File: src/assert_macros.svh
// Assertion macros shared by the parser modules.
`ifndef ASSERT_MACROS_SVH
`define ASSERT_MACROS_SVH

// Check a property on every clock edge outside reset.
`define STPR_ASSERT(label, prop, msg) \
  label: assert property (@(posedge clk) disable iff (!rst_n) (prop)) else $error(msg);

// Check that a condition holds in the cycle after a trigger.
`define STPR_ASSERT_NEXT(label, trig, cons, msg) \
  label: assert property (@(posedge clk) disable iff (!rst_n) (trig) |=> (cons)) else $error(msg);

`endif

File: src/stpr_pkg.sv
// Types, constants and the tag table of the sensor tag record parser.
package stpr_pkg;

  localparam int TABLE_SIZE = 17;
  localparam int ENTRY_W    = 5;
  localparam int QDEPTH     = 4;
  localparam int QPTR_W     = 2;
  localparam int QCNT_W     = 3;

  localparam logic [7:0] TERM_RESET = 8'hFF;

  localparam logic [1:0] KIND_FLOAT = 2'd0;
  localparam logic [1:0] KIND_ARRAY = 2'd1;
  localparam logic [1:0] KIND_BOOL  = 2'd2;
  localparam logic [1:0] KIND_CHAR  = 2'd3;

  localparam logic [1:0] LAST_WORD = 2'd3;
  localparam logic [1:0] LAST_BYTE = 2'd3;

  typedef enum logic [1:0] {
    OP_SHIFT,
    OP_EMIT,
    OP_END
  } op_t;

  // One queued operation for the back end.
  typedef struct packed {
    op_t                op;
    logic [7:0]         data;
    logic [ENTRY_W-1:0] entry;
    logic [1:0]         word_idx;
    logic               last;
  } q_op_t;

  function automatic logic [7:0] tag_of(input logic [ENTRY_W-1:0] e);
    logic [7:0] t;
    case (e)
      5'd0:    t = 8'd5;
      5'd1:    t = 8'd24;
      5'd2:    t = 8'd25;
      5'd3:    t = 8'd79;
      5'd4:    t = 8'd77;
      5'd5:    t = 8'd7;
      5'd6:    t = 8'd8;
      5'd7:    t = 8'd9;
      5'd8:    t = 8'd21;
      5'd9:    t = 8'd22;
      5'd10:   t = 8'd23;
      5'd11:   t = 8'd27;
      5'd12:   t = 8'd28;
      5'd13:   t = 8'd29;
      5'd14:   t = 8'd74;
      5'd15:   t = 8'd75;
      5'd16:   t = 8'd76;
      default: t = 8'd5;
    endcase
    return t;
  endfunction

  function automatic logic [1:0] kind_of(input logic [ENTRY_W-1:0] e);
    logic [1:0] k;
    case (e)
      5'd3:    k = KIND_CHAR;
      5'd4:    k = KIND_ARRAY;
      5'd6:    k = KIND_BOOL;
      5'd7:    k = KIND_BOOL;
      default: k = KIND_FLOAT;
    endcase
    return k;
  endfunction

endpackage

File: src/stpr_front.sv
// Front end: accepts bytes, tracks tag/payload position and queues operations.
`include "assert_macros.svh"

module stpr_front #(
  parameter int NUM_TAGS = 17
) (
  input  logic               clk,
  input  logic               rst_n,
  input  logic               cfg_we,
  input  logic [7:0]         cfg_wdata,
  input  logic               in_valid,
  input  logic [7:0]         in_data_byte,
  input  logic               q_full,
  output logic               push,
  output stpr_pkg::q_op_t    push_op
);

  localparam int LIMIT = (NUM_TAGS < stpr_pkg::TABLE_SIZE) ? NUM_TAGS : stpr_pkg::TABLE_SIZE;

  logic [7:0]                          term_r;
  logic                                in_payload_r, in_payload_nxt;
  logic [stpr_pkg::ENTRY_W-1:0]        entry_r, entry_nxt;
  logic [1:0]                          byte_cnt_r, byte_cnt_nxt;
  logic [1:0]                          word_cnt_r, word_cnt_nxt;
  logic [stpr_pkg::TABLE_SIZE-1:0]     seen_r, seen_nxt;

  logic                                accept;
  logic                                hit;
  logic [stpr_pkg::ENTRY_W-1:0]        hit_idx;
  logic [1:0]                          cur_kind;

  assign accept   = in_valid && !q_full;
  assign cur_kind = stpr_pkg::kind_of(entry_r);

  // Lowest unseen table entry whose tag matches the byte.
  always_comb begin
    hit     = 1'b0;
    hit_idx = '0;
    for (int i = stpr_pkg::TABLE_SIZE - 1; i >= 0; i--) begin
      if (i < LIMIT && !seen_r[i] &&
          stpr_pkg::tag_of(stpr_pkg::ENTRY_W'(i)) == in_data_byte) begin
        hit     = 1'b1;
        hit_idx = stpr_pkg::ENTRY_W'(i);
      end
    end
  end

  always_comb begin
    in_payload_nxt   = in_payload_r;
    entry_nxt        = entry_r;
    byte_cnt_nxt     = byte_cnt_r;
    word_cnt_nxt     = word_cnt_r;
    seen_nxt         = seen_r;
    push             = 1'b0;
    push_op.op       = stpr_pkg::OP_SHIFT;
    push_op.data     = in_data_byte;
    push_op.entry    = entry_r;
    push_op.word_idx = '0;
    push_op.last     = 1'b0;
    if (accept) begin
      if (in_data_byte == term_r) begin
        push           = 1'b1;
        push_op.op     = stpr_pkg::OP_END;
        in_payload_nxt = 1'b0;
        entry_nxt      = '0;
        byte_cnt_nxt   = '0;
        word_cnt_nxt   = '0;
        seen_nxt       = '0;
      end else if (!in_payload_r) begin
        if (hit) begin
          seen_nxt[hit_idx] = 1'b1;
          entry_nxt         = hit_idx;
          in_payload_nxt    = 1'b1;
          byte_cnt_nxt      = '0;
          word_cnt_nxt      = '0;
        end
      end else if (cur_kind == stpr_pkg::KIND_BOOL || cur_kind == stpr_pkg::KIND_CHAR) begin
        push           = 1'b1;
        push_op.op     = stpr_pkg::OP_EMIT;
        push_op.last   = 1'b1;
        in_payload_nxt = 1'b0;
      end else if (byte_cnt_r != stpr_pkg::LAST_BYTE) begin
        push         = 1'b1;
        byte_cnt_nxt = byte_cnt_r + 2'd1;
      end else begin
        push         = 1'b1;
        push_op.op   = stpr_pkg::OP_EMIT;
        byte_cnt_nxt = '0;
        if (cur_kind == stpr_pkg::KIND_ARRAY) begin
          push_op.word_idx = word_cnt_r;
          push_op.last     = (word_cnt_r == stpr_pkg::LAST_WORD);
        end else begin
          push_op.last = 1'b1;
        end
        if (push_op.last) begin
          in_payload_nxt = 1'b0;
          word_cnt_nxt   = '0;
        end else begin
          word_cnt_nxt = word_cnt_r + 2'd1;
        end
      end
    end
  end

  always_ff @(posedge clk) begin
    if (!rst_n) begin
      term_r       <= stpr_pkg::TERM_RESET;
      in_payload_r <= 1'b0;
      entry_r      <= '0;
      byte_cnt_r   <= '0;
      word_cnt_r   <= '0;
      seen_r       <= '0;
    end else begin
      if (cfg_we) begin
        term_r <= cfg_wdata;
      end
      in_payload_r <= in_payload_nxt;
      entry_r      <= entry_nxt;
      byte_cnt_r   <= byte_cnt_nxt;
      word_cnt_r   <= word_cnt_nxt;
      seen_r       <= seen_nxt;
    end
  end

  `STPR_ASSERT(a_cnt_in_word_field, (byte_cnt_r == 2'd0) || (in_payload_r && (cur_kind == stpr_pkg::KIND_FLOAT || cur_kind == stpr_pkg::KIND_ARRAY)), "byte count set outside a float payload")
  `STPR_ASSERT(a_entry_in_table, !in_payload_r || (entry_r < stpr_pkg::ENTRY_W'(LIMIT)), "payload entry outside the matched range")

endmodule

File: src/stpr_queue.sv
// Short operation queue between the front and back ends.
`include "assert_macros.svh"

module stpr_queue (
  input  logic            clk,
  input  logic            rst_n,
  input  logic            push,
  input  stpr_pkg::q_op_t push_op,
  input  logic            pop,
  output logic            q_valid,
  output logic            q_full,
  output stpr_pkg::q_op_t head_op
);

  stpr_pkg::q_op_t                mem_r [stpr_pkg::QDEPTH];
  logic [stpr_pkg::QPTR_W-1:0]    wr_ptr_r;
  logic [stpr_pkg::QPTR_W-1:0]    rd_ptr_r;
  logic [stpr_pkg::QCNT_W-1:0]    count_r;

  assign q_valid = (count_r != '0);
  assign q_full  = (count_r == stpr_pkg::QCNT_W'(stpr_pkg::QDEPTH));
  assign head_op = mem_r[rd_ptr_r];

  always_ff @(posedge clk) begin
    if (push) begin
      mem_r[wr_ptr_r] <= push_op;
    end
  end

  always_ff @(posedge clk) begin
    if (!rst_n) begin
      wr_ptr_r <= '0;
      rd_ptr_r <= '0;
      count_r  <= '0;
    end else begin
      if (push) begin
        wr_ptr_r <= wr_ptr_r + stpr_pkg::QPTR_W'(1);
      end
      if (pop) begin
        rd_ptr_r <= rd_ptr_r + stpr_pkg::QPTR_W'(1);
      end
      case ({push, pop})
        2'b10:   count_r <= count_r + stpr_pkg::QCNT_W'(1);
        2'b01:   count_r <= count_r - stpr_pkg::QCNT_W'(1);
        default: count_r <= count_r;
      endcase
    end
  end

  `STPR_ASSERT(a_no_overflow, !(push && q_full), "push into a full queue")
  `STPR_ASSERT(a_no_underflow, !(pop && !q_valid), "pop from an empty queue")

endmodule

File: src/stpr_back.sv
// Back end: assembles payload words and drives the result register.
`include "assert_macros.svh"

module stpr_back (
  input  logic            clk,
  input  logic            rst_n,
  input  logic            q_valid,
  input  stpr_pkg::q_op_t head_op,
  output logic            pop,
  input  logic            out_stall,
  output logic            out_valid,
  output logic [7:0]      out_tag_id,
  output logic [31:0]     out_value_bits,
  output logic [1:0]      out_value_kind,
  output logic [1:0]      out_word_index,
  output logic            out_last_of_field,
  output logic            out_packet_end
);

  logic [23:0] asm_r, asm_nxt;
  logic        out_valid_r, out_valid_nxt;
  logic        load;
  logic [7:0]  tag_nxt;
  logic [31:0] value_nxt;
  logic [1:0]  kind_nxt;
  logic [1:0]  idx_nxt;
  logic        last_nxt;
  logic        end_nxt;
  logic [7:0]  tag_r;
  logic [31:0] value_r;
  logic [1:0]  kind_r;
  logic [1:0]  idx_r;
  logic        last_r;
  logic        end_r;
  logic        slot_free;

  assign slot_free = !out_valid_r || !out_stall;
  // Shift operations never produce a result, so take them regardless of the output.
  assign pop  = q_valid && (head_op.op == stpr_pkg::OP_SHIFT || slot_free);
  assign load = pop && head_op.op != stpr_pkg::OP_SHIFT;

  always_comb begin
    asm_nxt   = asm_r;
    tag_nxt   = '0;
    value_nxt = '0;
    kind_nxt  = '0;
    idx_nxt   = '0;
    last_nxt  = 1'b0;
    end_nxt   = 1'b0;
    if (pop) begin
      case (head_op.op)
        stpr_pkg::OP_SHIFT: begin
          asm_nxt = {asm_r[15:0], head_op.data};
        end
        stpr_pkg::OP_EMIT: begin
          asm_nxt  = '0;
          tag_nxt  = stpr_pkg::tag_of(head_op.entry);
          kind_nxt = stpr_pkg::kind_of(head_op.entry);
          idx_nxt  = head_op.word_idx;
          last_nxt = head_op.last;
          case (kind_nxt)
            stpr_pkg::KIND_BOOL: value_nxt = {31'd0, head_op.data == 8'd1};
            stpr_pkg::KIND_CHAR: value_nxt = {24'd0, head_op.data};
            default:             value_nxt = {asm_r, head_op.data};
          endcase
        end
        stpr_pkg::OP_END: begin
          asm_nxt = '0;
          end_nxt = 1'b1;
        end
        default: begin
          asm_nxt = asm_r;
        end
      endcase
    end
  end

  always_comb begin
    out_valid_nxt = out_valid_r;
    if (out_valid_r && !out_stall) begin
      out_valid_nxt = 1'b0;
    end
    if (load) begin
      out_valid_nxt = 1'b1;
    end
  end

  always_ff @(posedge clk) begin
    if (!rst_n) begin
      out_valid_r <= 1'b0;
      asm_r       <= '0;
    end else begin
      out_valid_r <= out_valid_nxt;
      asm_r       <= asm_nxt;
    end
  end

  // Hold the result payload until a new one is loaded.
  always_ff @(posedge clk) begin
    if (load) begin
      tag_r   <= tag_nxt;
      value_r <= value_nxt;
      kind_r  <= kind_nxt;
      idx_r   <= idx_nxt;
      last_r  <= last_nxt;
      end_r   <= end_nxt;
    end
  end

  assign out_valid         = out_valid_r;
  assign out_tag_id        = tag_r;
  assign out_value_bits    = value_r;
  assign out_value_kind    = kind_r;
  assign out_word_index    = idx_r;
  assign out_last_of_field = last_r;
  assign out_packet_end    = end_r;

  `STPR_ASSERT_NEXT(a_load_shows, load, out_valid_r, "loaded result not presented")
  `STPR_ASSERT(a_no_overwrite, !(load && out_valid_r && out_stall), "result overwritten while stalled")

endmodule

File: src/sensor_tag_record_parser.sv
// Top level of the sensor tag record parser.
//
//   channel  direction  ports                            transaction
//   in       input      in_valid, in_stall, in_data_byte one packet byte
//   out      output     out_valid, out_stall, out_*      one decoded field word or packet end
//   cfg      input      cfg_we, cfg_wdata                terminator byte write
//
// One byte per cycle while in_stall is low; the front end classifies each byte in the cycle it is taken.
// With an empty queue, the byte that completes a result is queued, then popped into the result register and out_valid.
// Reset is synchronous; no clearing pass, the block takes bytes as soon as reset is released.
// A four-entry operation queue lets output stalls back up without losing bytes;
// in_stall rises only when that queue is full.

module sensor_tag_record_parser #(
  parameter int NUM_TAGS = 17
) (
  input  logic        clk,
  input  logic        rst_n,
  input  logic        cfg_we,
  input  logic [7:0]  cfg_wdata,
  input  logic        in_valid,
  output logic        in_stall,
  input  logic [7:0]  in_data_byte,
  output logic        out_valid,
  input  logic        out_stall,
  output logic [7:0]  out_tag_id,
  output logic [31:0] out_value_bits,
  output logic [1:0]  out_value_kind,
  output logic [1:0]  out_word_index,
  output logic        out_last_of_field,
  output logic        out_packet_end
);

  logic            push;
  stpr_pkg::q_op_t push_op;
  logic            pop;
  logic            q_valid;
  logic            q_full;
  stpr_pkg::q_op_t head_op;

  assign in_stall = q_full;

  stpr_front #(
    .NUM_TAGS (NUM_TAGS)
  ) u_front (
    .clk          (clk),
    .rst_n        (rst_n),
    .cfg_we       (cfg_we),
    .cfg_wdata    (cfg_wdata),
    .in_valid     (in_valid),
    .in_data_byte (in_data_byte),
    .q_full       (q_full),
    .push         (push),
    .push_op      (push_op)
  );

  stpr_queue u_queue (
    .clk     (clk),
    .rst_n   (rst_n),
    .push    (push),
    .push_op (push_op),
    .pop     (pop),
    .q_valid (q_valid),
    .q_full  (q_full),
    .head_op (head_op)
  );

  stpr_back u_back (
    .clk               (clk),
    .rst_n             (rst_n),
    .q_valid           (q_valid),
    .head_op           (head_op),
    .pop               (pop),
    .out_stall         (out_stall),
    .out_valid         (out_valid),
    .out_tag_id        (out_tag_id),
    .out_value_bits    (out_value_bits),
    .out_value_kind    (out_value_kind),
    .out_word_index    (out_word_index),
    .out_last_of_field (out_last_of_field),
    .out_packet_end    (out_packet_end)
  );

endmodule

File: config.mk
export PLATFORM = sky130hd
export DESIGN_NAME = sensor_tag_record_parser
export DESIGN_NICKNAME = d
export VERILOG_FILES = /design/src/stpr_pkg.sv /design/src/stpr_front.sv /design/src/stpr_queue.sv /design/src/stpr_back.sv /design/src/sensor_tag_record_parser.sv
export VERILOG_INCLUDE_DIRS = /design/src /design/src/src
export SDC_FILE = /design/constraint.sdc
export NUM_CORES = 1
export LEC_CHECK = 0
export BUFFER_PORTS_ARGS = -buffer_cell sky130_fd_sc_hd__buf_4
export CORE_MARGIN = 4
export CORE_UTILIZATION = 60
export CTS_CLUSTER_SIZE = 20
export DETAILED_ROUTE_END_ITERATION = 10
export PLACE_DENSITY = 0.89
export SLEW_MARGIN = 20
export SYNTH_ARGS = -nofsm -noshare
export SYNTH_HDL_FRONTEND = slang
export SYNTH_SLANG_ARGS = --single-unit
File: constraint.sdc
create_clock -name clk -period 14.8 [get_ports clk]
set_clock_uncertainty 0.1 [all_clocks]
set_input_delay 2.96 -clock clk [delete_from_list [all_inputs] [get_ports clk]]
set_output_delay 2.96 -clock clk [all_outputs]
set_load 0.01 [all_outputs]
==> run_results.csv <==
group,metric,value,unit
detailed_routing,wl_per_cell,19.2,um
detailed_routing,drc,0,
setup_path,reg2reg_setup_slack,11.04,ns
clock_tree,cts_setup_buffers,0,
clock_tree,clock_latency,0.43,ns
setup_path,worstPathArrival,5.13,ns
worst_hold_path,hp-start,"u_back.asm_r[18]",
floorplanning,die_w,123,um
clock_tree,cts_buffer_depth,2,
detailed_routing,vias,5356,
synth,syn_inst,648,
timing,min_period,5.17,ns
power_and_ir_drop,cellLeakagePower,3.34,nW
placement,pre_cts_slack,9.20,ns
synth,synth_seq_cells,185,
detailed_routing,vias_per_cell,6.00,
synth,synth_ff_type,"edfxtp_1",
synth,yosysWarnings,0,
power_and_ir_drop,peakVddDrop,0.0770,mV
timing,fin_ws,9.63,ns
timing,rsz0062_at_grt,"no",
clock_tree,numCtsBuffers,17,
setup_path,path_class,"primary input to register",
setup_path,crit_fanout,18,
detailed_routing,dr.pass1.iters,6,
detailed_routing,ant_nets,0,
finish,fillers,830,
synth,synth.cell_area,7920,sq um
synth,synth_edf_count,116,
grt,grt_usage,0.240,
timing,max_freq,193,MHz
synth,post_synth_num_cell_types,61,
clock_tree,clock-sinks,185,
floorplanning,boundaryPins,69,
placement,portBuffers,66,
clock_tree,h-tree-depth,4,
floorplanning,die_y,123,um
timing,maxSlewHeadroom,0.337,
timing,finalSetupViolCount,0,
finish,final_layout_size_suffix_gt1_frac,0.193,
detailed_routing,drt_iter0_drc,758,
floorplanning,fp.coreArea,12800,sq um
worst_hold_path,hold_end,"u_back.asm_r[18]",
run,maxCapViolCount,0,
floorplanning,initial_utilization,0.620,
finish,antenna_cells,0,
grt,grt-ovfl-total,0,
floorplanning,rows,41,
grt,grt_pass1_wl,27.2,mm
setup_path,ff2ff_path_depth,10,
timing,drv_slew,0,
clock_tree,ctsResizeCount,0,
setup_path,worstPathRequired,14.75,ns
synth,synth.avg_cell_area,12.2,sq um
worst_hold_path,worstHoldPathCells,2,
synth,async_reset_ff_frac,0,
finish,area_delta_synth_final,15.6,%
timing,worst_pin_slew,0.981,ns
worst_hold_path,hp-class,"register to register",
placement,gp_congestion,0.908,
grt,grt_pass1_vias,5302,
setup_path,worstSetupEndpointType,"register",
grt,antenna_found_initial,0,
run_status,status,"completed",
synth,yosysSeqAreaShare,0.614,
clock_tree,tritoncts,"built",
setup_path,r2r_end,"u_queue.count_r[2]",
clock_tree,clk_pin_slew,0.07,ns
detailed_routing,drt-total-wl,17.2,mm
timing,finalSetupTns,0,ns
finish,fin_nets,747,
timing,fin_crit_sh,0.350,
clock_tree,clk_root_buffer_cell,"clkbuf_16",
power_and_ir_drop,power_density,162,nW/um^2
timing,finalHoldViolCount,0,
grt,grt_max_degree,46,
placement,dp_hpwl,11.2,mm
floorplanning,die-area,15100,sq um
clock_tree,cts_hold_buf,0,
setup_path,critPathLaunchType,"primary input",
-- routing by layer --
layer	part of all wire	GRT usage
met1	0.39	0.291
met3	0.063	0.0548
met2	0.53	0.415
met4	0.021	0.0987
met5	0	0
-- cell families after synthesis --
group                      after synthesis  share of synthesized area
AOI/OAI and AO/OA                       94                     0.0736
buffers and inverters                   52                     0.0269
xor gates and xnor gates                13                     0.0144
and+or+nand+nor                        249                      0.168
muxes                                   35                     0.0716
adders and majority gates               19                     0.0310
other                                    1                   0.000474
DFF                                    185                      0.614
-- flip-flops by register name, indices dropped and copies added, names as in the netlist, 2 cells and up, named ones only --
register               count
u_front.term_r             8
u_queue.wr_ptr_r           2
u_front.seen_r            17
u_front.word_cnt_r         2
u_front.entry_r            5
u_back.out_value_bits     32
u_back.out_word_index      2
u_queue.rd_ptr_r           2
u_queue.mem_r             72
u_back.out_value_kind      2
u_back.asm_r              24
u_back.out_tag_id          6
u_queue.count_r            3
u_front.byte_cnt_r         2
-- worst max path at each step --
stage | startpoint | endpoint | slack (ns) | cells past startpoint
2_1_floorplan | out_stall | u_back.out_last_of_field | 8.77 | 4
3_3_place_gp | in_data_byte[0] | u_queue.mem_r[1][3] | 9.26 | 7
3_5_place_dp | in_data_byte[1] | u_queue.mem_r[0][9] | 9.20 | 7
4_1_cts | in_data_byte[1] | u_queue.mem_r[1][9] | 9.64 | 7
5_1_grt | in_data_byte[1] | u_queue.mem_r[1][9] | 9.41 | 7
6_report | in_data_byte[1] | u_queue.mem_r[1][9] | 9.63 | 7
-- final cells by class --
class	count	area, sq um	share of cell area
clock buffer	18	450	0.0492
clock inverter	14	153	0.0167
inverter	20	75.1	0.00820
multi-input combinational	412	2850	0.312
sequential	185	4860	0.531
tap	172	215	0.0235
timing repair buffer	71	546	0.0596
-- worst max-delay path, cell delays in order --
cell     delay (ns)
buf_4          0.20
xnor2_1        0.14
nand4_1        0.14
nor2_1         0.38
nor2_1         0.09
nor2_1         0.36
and2_1         0.84
-- power breakdown --
group / total [mW] / internal, mW / switching [mW]
clock network: 0.455 / 0.250 / 0.206
logic: 0.373 / 0.154 / 0.219
registers: 0.656 / 0.626 / 0.0301
-- cell usage after synthesis, types with 2 or more instances --
| cell | number | share of area |
|---|---|---|
| nor4b_1 | 3 | 0.0033 |
| a22o_1 | 5 | 0.0055 |
| mux2_2 | 3 | 0.0043 |
| nand2b_1 | 10 | 0.0079 |
| ha_1 | 18 | 0.028 |
| nand4b_1 | 2 | 0.0022 |
| nand3b_1 | 16 | 0.015 |
| a32o_1 | 2 | 0.0025 |
| inv_1 | 20 | 0.0095 |
| mux2i_1 | 15 | 0.019 |
| or2_2 | 4 | 0.0032 |
| xnor2_1 | 10 | 0.011 |
| dfxtp_1 | 69 | 0.17 |
| or4_1 | 2 | 0.0019 |
| nand4_1 | 3 | 0.0024 |
| buf_4 | 3 | 0.0028 |
| and2_1 | 39 | 0.031 |
| nor2_1 | 68 | 0.032 |
| and3_1 | 4 | 0.0032 |
| mux4_2 | 17 | 0.048 |
| o21ai_1 | 2 | 0.0013 |
| a211oi_1 | 2 | 0.0019 |
| a21o_1 | 2 | 0.0019 |
| buf_2 | 5 | 0.0032 |
| xor2_1 | 3 | 0.0033 |
| a21oi_1 | 52 | 0.033 |
| nor3b_1 | 3 | 0.0028 |
| nand2_1 | 45 | 0.021 |
| or4_4 | 2 | 0.0028 |
| nand3_1 | 10 | 0.0063 |
| edfxtp_1 | 116 | 0.44 |
| clkbuf_1 | 22 | 0.010 |
| nor4_1 | 8 | 0.0063 |
| a31oi_1 | 4 | 0.0032 |
| or3_1 | 3 | 0.0024 |
| buf_1 | 2 | 0.00095 |
| nor3_1 | 12 | 0.0076 |
| nor2b_1 | 8 | 0.0063 |
| o21ai_0 | 12 | 0.0076 |
-- placed cells by master, fill, tap and decap left out, drive strengths merged, types with 16 or more instances in the layout --
| cell type | instances |
|---|---|
| clkbuf | 18 |
| and2 | 39 |
| mux4 | 17 |
| a21oi | 53 |
| dfxtp | 69 |
| edfxtp | 116 |
| nand3b | 16 |
| buf | 71 |
| nand2 | 45 |
| inv | 28 |
| nor2 | 68 |
| ha | 18 |
-- stage by stage --
| stage | cells | power [mW] | hold WS [ns] | cell area, sq um | util |
|---|---|---|---|---|---|
| after CTS | 891 | 1.48 | 0.351 | 9140 | 0.715 |
| after floorplan | 649 | 0.894 | 0.327 | 7920 | - |
| after global placement | 859 | 1.00 | 0.334 | 8530 | 0.668 |
| after global routing | 892 | 1.55 | 0.375 | 9160 | 0.717 |
| after detailed placement | 859 | 1.02 | 0.343 | 8530 | 0.668 |
| final | 892 | 1.48 | 0.352 | 9160 | 0.717 |
(Power assumes the default switching activity.)
